## config.mk

```make
export PLATFORM = sky130hd
export DESIGN_NAME = qtsu_ctrl
export DESIGN_NICKNAME = d
export VERILOG_FILES = /design/src/hw/rtl/q_table_select_and_update_core_macros.svh /design/src/hw/rtl/qtsu_pkg.sv /design/src/hw/rtl/qtsu_ctrl.sv
export SDC_FILE = /design/constraint.sdc
export NUM_CORES = 1
export LEC_CHECK = 0
export ABC_AREA = 1
export BUFFER_PORTS_ARGS = -buffer_cell sky130_fd_sc_hd__buf_2
export CAP_MARGIN = 30
export CORE_AREA = 4 4 41 43
export DETAILED_ROUTE_END_ITERATION = 10
export DIE_AREA = 0 0 45 47
export GPL_TIMING_DRIVEN = 1
export PLACE_DENSITY = 0.51
export SLEW_MARGIN = 20
export SYNTH_ARGS = -nofsm -noshare
export SYNTH_HDL_FRONTEND = slang
export SYNTH_SLANG_ARGS = --single-unit
```

## constraint.sdc

```tcl
create_clock -name clk -period 1.13 [get_ports clk]
set_clock_uncertainty 0.15 [all_clocks]
set_input_delay 0.113 -clock clk [delete_from_list [all_inputs] [get_ports clk]]
set_output_delay 0.113 -clock clk [all_outputs]
set_load 0.005 [all_outputs]
```

## src/hw/rtl/q_table_select_and_update_core_macros.svh

```systemverilog
// ----------------------------------------------------------------------------
// q_table_select_and_update_core assertion macros
// shared property shorthands for the q table core checks
// ----------------------------------------------------------------------------
`ifndef Q_TABLE_SELECT_AND_UPDATE_CORE_MACROS_SVH
`define Q_TABLE_SELECT_AND_UPDATE_CORE_MACROS_SVH

// same-cycle implication, quiet while in reset
`define QTSU_ASSERT_SAME(label, clk, rst, ante, cons, msg) \
  label: assert property (@(posedge clk) disable iff (rst) (ante) |-> (cons)) \
    else $error(msg);

// next-cycle implication, quiet while in reset
`define QTSU_ASSERT_NEXT(label, clk, rst, ante, cons, msg) \
  label: assert property (@(posedge clk) disable iff (rst) (ante) |=> (cons)) \
    else $error(msg);

`endif

```

## src/hw/rtl/qtsu_pkg.sv

```systemverilog
// ----------------------------------------------------------------------------
// qtsu_pkg
// shared constants, register codes and controller/datapath interface types
// ----------------------------------------------------------------------------
`timescale 1ns / 1ps
`default_nettype none

package qtsu_pkg;

  // default table geometry
  localparam int X_BINS_DEF  = 32;
  localparam int Y_BINS_DEF  = 32;
  localparam int ACTIONS_DEF = 4;

  // field widths
  localparam int COORD_W  = 5;
  localparam int ACTION_W = 2;
  localparam int PCT_W    = 7;
  localparam int Q_W      = 32;
  localparam int FRAC_W   = 16;

  // configuration port
  localparam int CFG_IDX_W  = 2;
  localparam int CFG_DATA_W = 16;

  localparam logic [CFG_IDX_W-1:0] CFG_EPSILON  = 2'd0;
  localparam logic [CFG_IDX_W-1:0] CFG_LEARN    = 2'd1;
  localparam logic [CFG_IDX_W-1:0] CFG_DISCOUNT = 2'd2;

  localparam logic [PCT_W-1:0]  EPSILON_RST  = 7'd10;
  localparam logic [FRAC_W-1:0] LEARN_RST    = 16'd6554;
  localparam logic [FRAC_W-1:0] DISCOUNT_RST = 16'd58982;

  localparam logic OP_SELECT = 1'b0;
  localparam logic OP_UPDATE = 1'b1;

  // controller to datapath
  typedef struct packed {
    logic load;
    logic clr_wr;
    logic rd_seed;
    logic rd_scan;
    logic mul1;
    logic diff_en;
    logic mul2;
    logic emit;
  } cmd_t;

  // datapath to controller
  typedef struct packed {
    logic clr_last;
    logic scan_last;
    logic op_upd;
  } status_t;

endpackage

`default_nettype wire

```

## src/hw/rtl/qtsu_ctrl.sv

```systemverilog
// ----------------------------------------------------------------------------
// qtsu_ctrl
// sequencer for table clearing, entry scans and the update arithmetic
// ----------------------------------------------------------------------------
`timescale 1ns / 1ps
`default_nettype none

module qtsu_ctrl (
  input  logic              clk,
  input  logic              rst,
  input  logic              start,
  input  qtsu_pkg::status_t status,
  output qtsu_pkg::cmd_t    cmd,
  output logic              busy,
  output logic              done
);

  typedef enum logic [3:0] {
    S_IDLE,
    S_CLEAR,
    S_SEED,
    S_SCAN,
    S_DRAIN,
    S_MUL1,
    S_DIFF,
    S_MUL2,
    S_FINISH
  } state_t;

  state_t state;

  always_ff @(posedge clk) begin
    if (rst) begin
      state <= S_CLEAR;
      busy  <= 1'b1;
      done  <= 1'b0;
    end else begin
      done <= 1'b0;
      case (state)
        S_IDLE: begin
          if (start) begin
            state <= S_SEED;
            busy  <= 1'b1;
          end
        end
        S_CLEAR: begin
          if (status.clr_last) begin
            state <= S_IDLE;
            busy  <= 1'b0;
          end
        end
        S_SEED: begin
          state <= S_SCAN;
        end
        S_SCAN: begin
          if (status.scan_last) begin
            state <= S_DRAIN;
          end
        end
        S_DRAIN: begin
          // last scan entry lands in the datapath during this cycle
          state <= status.op_upd ? S_MUL1 : S_FINISH;
        end
        S_MUL1: begin
          state <= S_DIFF;
        end
        S_DIFF: begin
          state <= S_MUL2;
        end
        S_MUL2: begin
          state <= S_FINISH;
        end
        S_FINISH: begin
          state <= S_IDLE;
          busy  <= 1'b0;
          done  <= 1'b1;
        end
        default: begin
          state <= S_IDLE;
          busy  <= 1'b0;
        end
      endcase
    end
  end

  always_comb begin
    cmd = '0;
    case (state)
      S_IDLE:   cmd.load    = start;
      S_CLEAR:  cmd.clr_wr  = 1'b1;
      S_SEED:   cmd.rd_seed = 1'b1;
      S_SCAN:   cmd.rd_scan = 1'b1;
      S_MUL1:   cmd.mul1    = 1'b1;
      S_DIFF:   cmd.diff_en = 1'b1;
      S_MUL2:   cmd.mul2    = 1'b1;
      S_FINISH: cmd.emit    = 1'b1;
      default:  cmd = '0;
    endcase
  end

endmodule

`default_nettype wire

```

# Yosys cells after proc, flatten, opt, wreduce, memory -nomap -nowiden
# Index checks and enable logic that the tools add are counted.
[word_totals] regBits=6 elab_cells=35 out_inout_bits=10 mem_count=0 mem_bits_rw=0 latchBits=0 mem_bits_ro=0 input_bits=6
[op_classes] mul=0 n_lt_le_gt_ge=0 n_reduce_logical=4 n_shift=0 n_eq_ne=11 add_sub_neg=0 n_bitwise=1 n_div=0 muxes=16
[op_table] operator="one-hot mux 4 bit (8 select lines)" n=1
[op_table] operator="equality test 4 x 3 -> 1 bit, second input constant" n=4
[op_table] operator="two-way mux 4 bit" n=4
[op_table] operator="two-way mux 1 bit" n=10
[op_table] operator="equality test 4 x 2 -> 1 bit, second input constant" n=2
[op_table] operator="!= test 2 bit, second input constant" n=3
[op_table] operator="AND reduction 3 bit" n=2
[op_table] operator="OR reduction 6 bit" n=1
[op_table] operator="equality test 4 x 1 -> 1 bit, second input constant" n=1
[op_table] operator="equality test 4 bit, second input constant" n=1
[op_table] operator="zero test 4 bit" n=1
[op_table] operator="one-hot mux 1 bit (3 select lines)" n=1
[op_table] operator="NOT 1 bit" n=1

# Longest topological paths before layout
[depth] depth_word=4 mapped_depth=7 depth_no_buf=7

# Least setup slack after synthesis
# Ideal clock, no wire load.
[synth_timing] path_type="reg-to-reg" startpoint="reg state[0]" endpoint="reg state[1]" required_time_ns=0.866 synth_period_minus_slack_ns=1.154 arrival_ns=0.890 path_stages_with_launch=8 path_buffers=0 setup_ns=0.114 slack_ns=-0.024 cell_sequence="dfxtp_1 > inv_1 > nor2_2 > nand3_1 > nand2_1 > inv_1 > a21oi_1 > nor2_1"
[synth_between] elab_chain_len=3 elab_cells_between_ends=13 classes_between="eq/ne: 10; mux: 1; reduce/logical: 2"
[synth_rtl] item="start, declared" line_no="qtsu_ctrl.sv:30" text="state_t state;"
[synth_rtl] item="start signal, assigned" line_no="qtsu_ctrl.sv:62" text="state <= status.op_upd ? S_MUL1 : S_FINISH;"
[synth_rtl] item="equality test 4 x 2 -> 1 bit (tied with other cells)" line_no="qtsu_ctrl.sv:39" text="case (state)"
[synth_rtl] item="!= test 2 bit (no line)"
[synth_rtl] item="AND reduction 3 bit (no line)"
# Several ways; a longest one is shown, not always the timed one.
# A chain may end at the register's enable or synchronous reset.

==> results.json <==
{
  "die_w_microns": 45,
  "syn2layout_area_growth_pct": 99.3,
  "cts_tree": "done",
  "drc": 0,
  "die_area_sq_mm": 0.00212,
  "cts.htree.levels": 1,
  "avgSynthCellArea_sq_um": 6.11,
  "placed_area_sq_um": 541,
  "cp_data_arrival_time_ns": 1.09,
  "switching_share": 0.325,
  "seqPwrFrac": 0.335,
  "ir_drop_uv": 500,
  "clockPowerShare": 0.265,
  "yosys_warnings": 0,
  "crit_path_start_kind": "flop",
  "grt_pass1_wl_microns": 1800,
  "numCtsBuffers": 3,
  "ys_ff_latch": 6,
  "grt_start_max_net_pins": 7,
  "finalSetupViolations": 12,
  "end_kind": "primary output",
  "violations": "setup timing",
  "synth_fp_nets": 65,
  "coreArea_sq_mm": 0.00130,
  "layout.cells.non_filler": 111,
  "internal-power_uw": 516,
  "clock_latency_ns": 0.25,
  "final-hold-violation-count": 0,
  "dr.pass1.iters": 3,
  "path_class": "flop to primary output",
  "initial_core_util": 0.277,
  "place_hpwl_microns": 787,
  "final_common_cell": "buf_2",
  "finalMaxSlewViolations": 0,
  "ioPinCount": 16,
  "synthesis.area_sq_um": 360,
  "vias": 495,
  "fin_crit_ns": 1.35,
  "fin_util": 0.552,
  "rsz0062_at_grt": "yes",
  "placementRows": 13,
  "grt_overflow_total": 0,
  "power.leakage_nw": 0.395,
  "drive_gt1_frac": 0.615,
  "combPwrFrac": 0.400,
  "critPathMaxFanout": 4,
  "fill_cells": 138,
  "worst_slew_pin_slew_ns": 0.200,
  "clock-root-buffer": "clkbuf_4",
  "cp.required_ns": 0.87,
  "final.setup.tns_ns": -1.96,
  "dp_slack_ns": -0.145,
  "antennaDiodeCount": 0,
  "wl_per_cell_microns": 10.6,
  "viasPerCell": 4.46,
  "synth.distinct_cells": 15,
  "cap_viol_max_count": 0,
  "ys_seq_area_frac": 0.333,
  "syn_inst": 59,
  "relSlewSlack": 0.866,
  "drtIter0Drc": 3,
  "max_freq_mhz": 740,
  "fin_area_sq_um": 718,
  "ant_nets": 0,
  "routabilityCongestion": 0.786,
  "antenna_found_initial": 0,
  "wirelength_microns": 1180,
  "clock_path_buffers": 2,
  "final_nets": 104,
  "first_global_vias": 447,
  "worst_slack_ns": -0.221,
  "portBuffers": 15,
  "mostFrequentLayoutCells": "buf_2 (15), buf_4 (14), inv_1 (11)",
  "die_y_microns": 47,
  "path_clk_slew_ns": 0.04,
  "period_share": 1.20,
  "cts_sinks": 6,
  "p_per_area_mw_per_mm2": 1070,
  "placed_cells": 99,
  "track_usage": 0.121,
  "status": "complete, but fails checks",
  "min_path_type": "input port to flop",
  "power_switching_uw": 249
}
==> cells in the mapped netlist <==
| master | number | area [sq um] |
|---|---|---|
| inv_1 | 14 | 52.6 |
| o21ai_0 | 1 | 5.00 |
| dfxtp_1 | 6 | 120 |
| inv_2 | 1 | 3.75 |
| nor2_2 | 2 | 12.5 |
| nor2_1 | 9 | 33.8 |
| nor2_4 | 1 | 11.3 |
| nand3_1 | 6 | 30.0 |
| o21ai_1 | 1 | 5.00 |
| nand4_1 | 1 | 6.26 |
| nor3_1 | 2 | 10.0 |
| nand2_1 | 9 | 33.8 |
| nand3b_1 | 2 | 15.0 |
| nor4_1 | 1 | 6.26 |
| a21oi_1 | 3 | 15.0 |
==> metrics by stage <==
stage,hold WS (ns),power [mW]
final,0.00131,0.765
after global routing,0.0324,0.820
after CTS,0.0156,0.745
after detailed placement,0.214,0.470
after global placement,0.216,0.472
after floorplan,0.0247,0.362
==> timing repair <==
action,4_1_cts,5_1_grt
buffers inserted,5,2
hold buffers,2,0
pin swaps,3,5
cloned,0,0
hold endpoints to repair,4,0
gates resized for setup,17,9
endpoints found under the setup margin,12,13
==> metal layers <==
layer  up-vias  GRT usage  share of wire
met5         -          0              0
met4         0     0.0468          0.020
met3         5     0.0613          0.061
met2        12      0.203           0.50
met1       218      0.130           0.42
li1        260          -              -
==> kinds of logic after synthesis <==
family / share of synthesized area
compound gates: 0.0694
buf+inv: 0.156
flops: 0.333
simple gates: 0.441
==> state kept, by name (all words and copies together), names as in the netlist <==
name / cells
busy: 1
done: 1
state: 4
==> worst paths after layout <==
| kind | startpoint | endpoint | slack (ns) | cells after the start |
|---|---|---|---|---|
| hold reg to reg | busy$_SDFFE_PP1P_ | busy$_SDFFE_PP1P_ | 0.34 | 2 |
| hold / removal | start | busy$_SDFFE_PP1P_ | 0.001 | 3 |
| setup reg to reg | state[2]$_SDFFE_PP0P_ | state[1]$_SDFFE_PP0P_ | -0.15 | 7 |
| setup / recovery | state[2]$_SDFFE_PP0P_ | cmd[4] | -0.22 | 5 |
==> worst max-delay path: stages (launching register included) <==
cell and delay (ns):
dfxtp_2 0.34, nor2_4 0.15, nand3_2 0.09, buf_4 0.13, inv_1 0.04, buf_2 0.10
==> final cells by class <==
| type | instances | area (sq um) | share of cell area |
|---|---|---|---|
| multi-input combinational | 38 | 249 | 0.347 |
| timing repair buffer | 34 | 234 | 0.326 |
| sequential | 6 | 133 | 0.185 |
| inverter | 15 | 61.3 | 0.0854 |
| clock buffer | 3 | 22.5 | 0.0314 |
| tap | 15 | 18.8 | 0.0261 |
==> power by group through the flow <==
stage                     logic [mW]  registers [mW]  clock network, mW
final                          0.306           0.256              0.203
after global routing           0.334           0.259              0.227
after CTS                      0.275           0.258              0.212
after detailed placement       0.214           0.256                  0
after global placement         0.216           0.256                  0
after floorplan                0.106           0.257                  0
(Power assumes the default switching activity.)
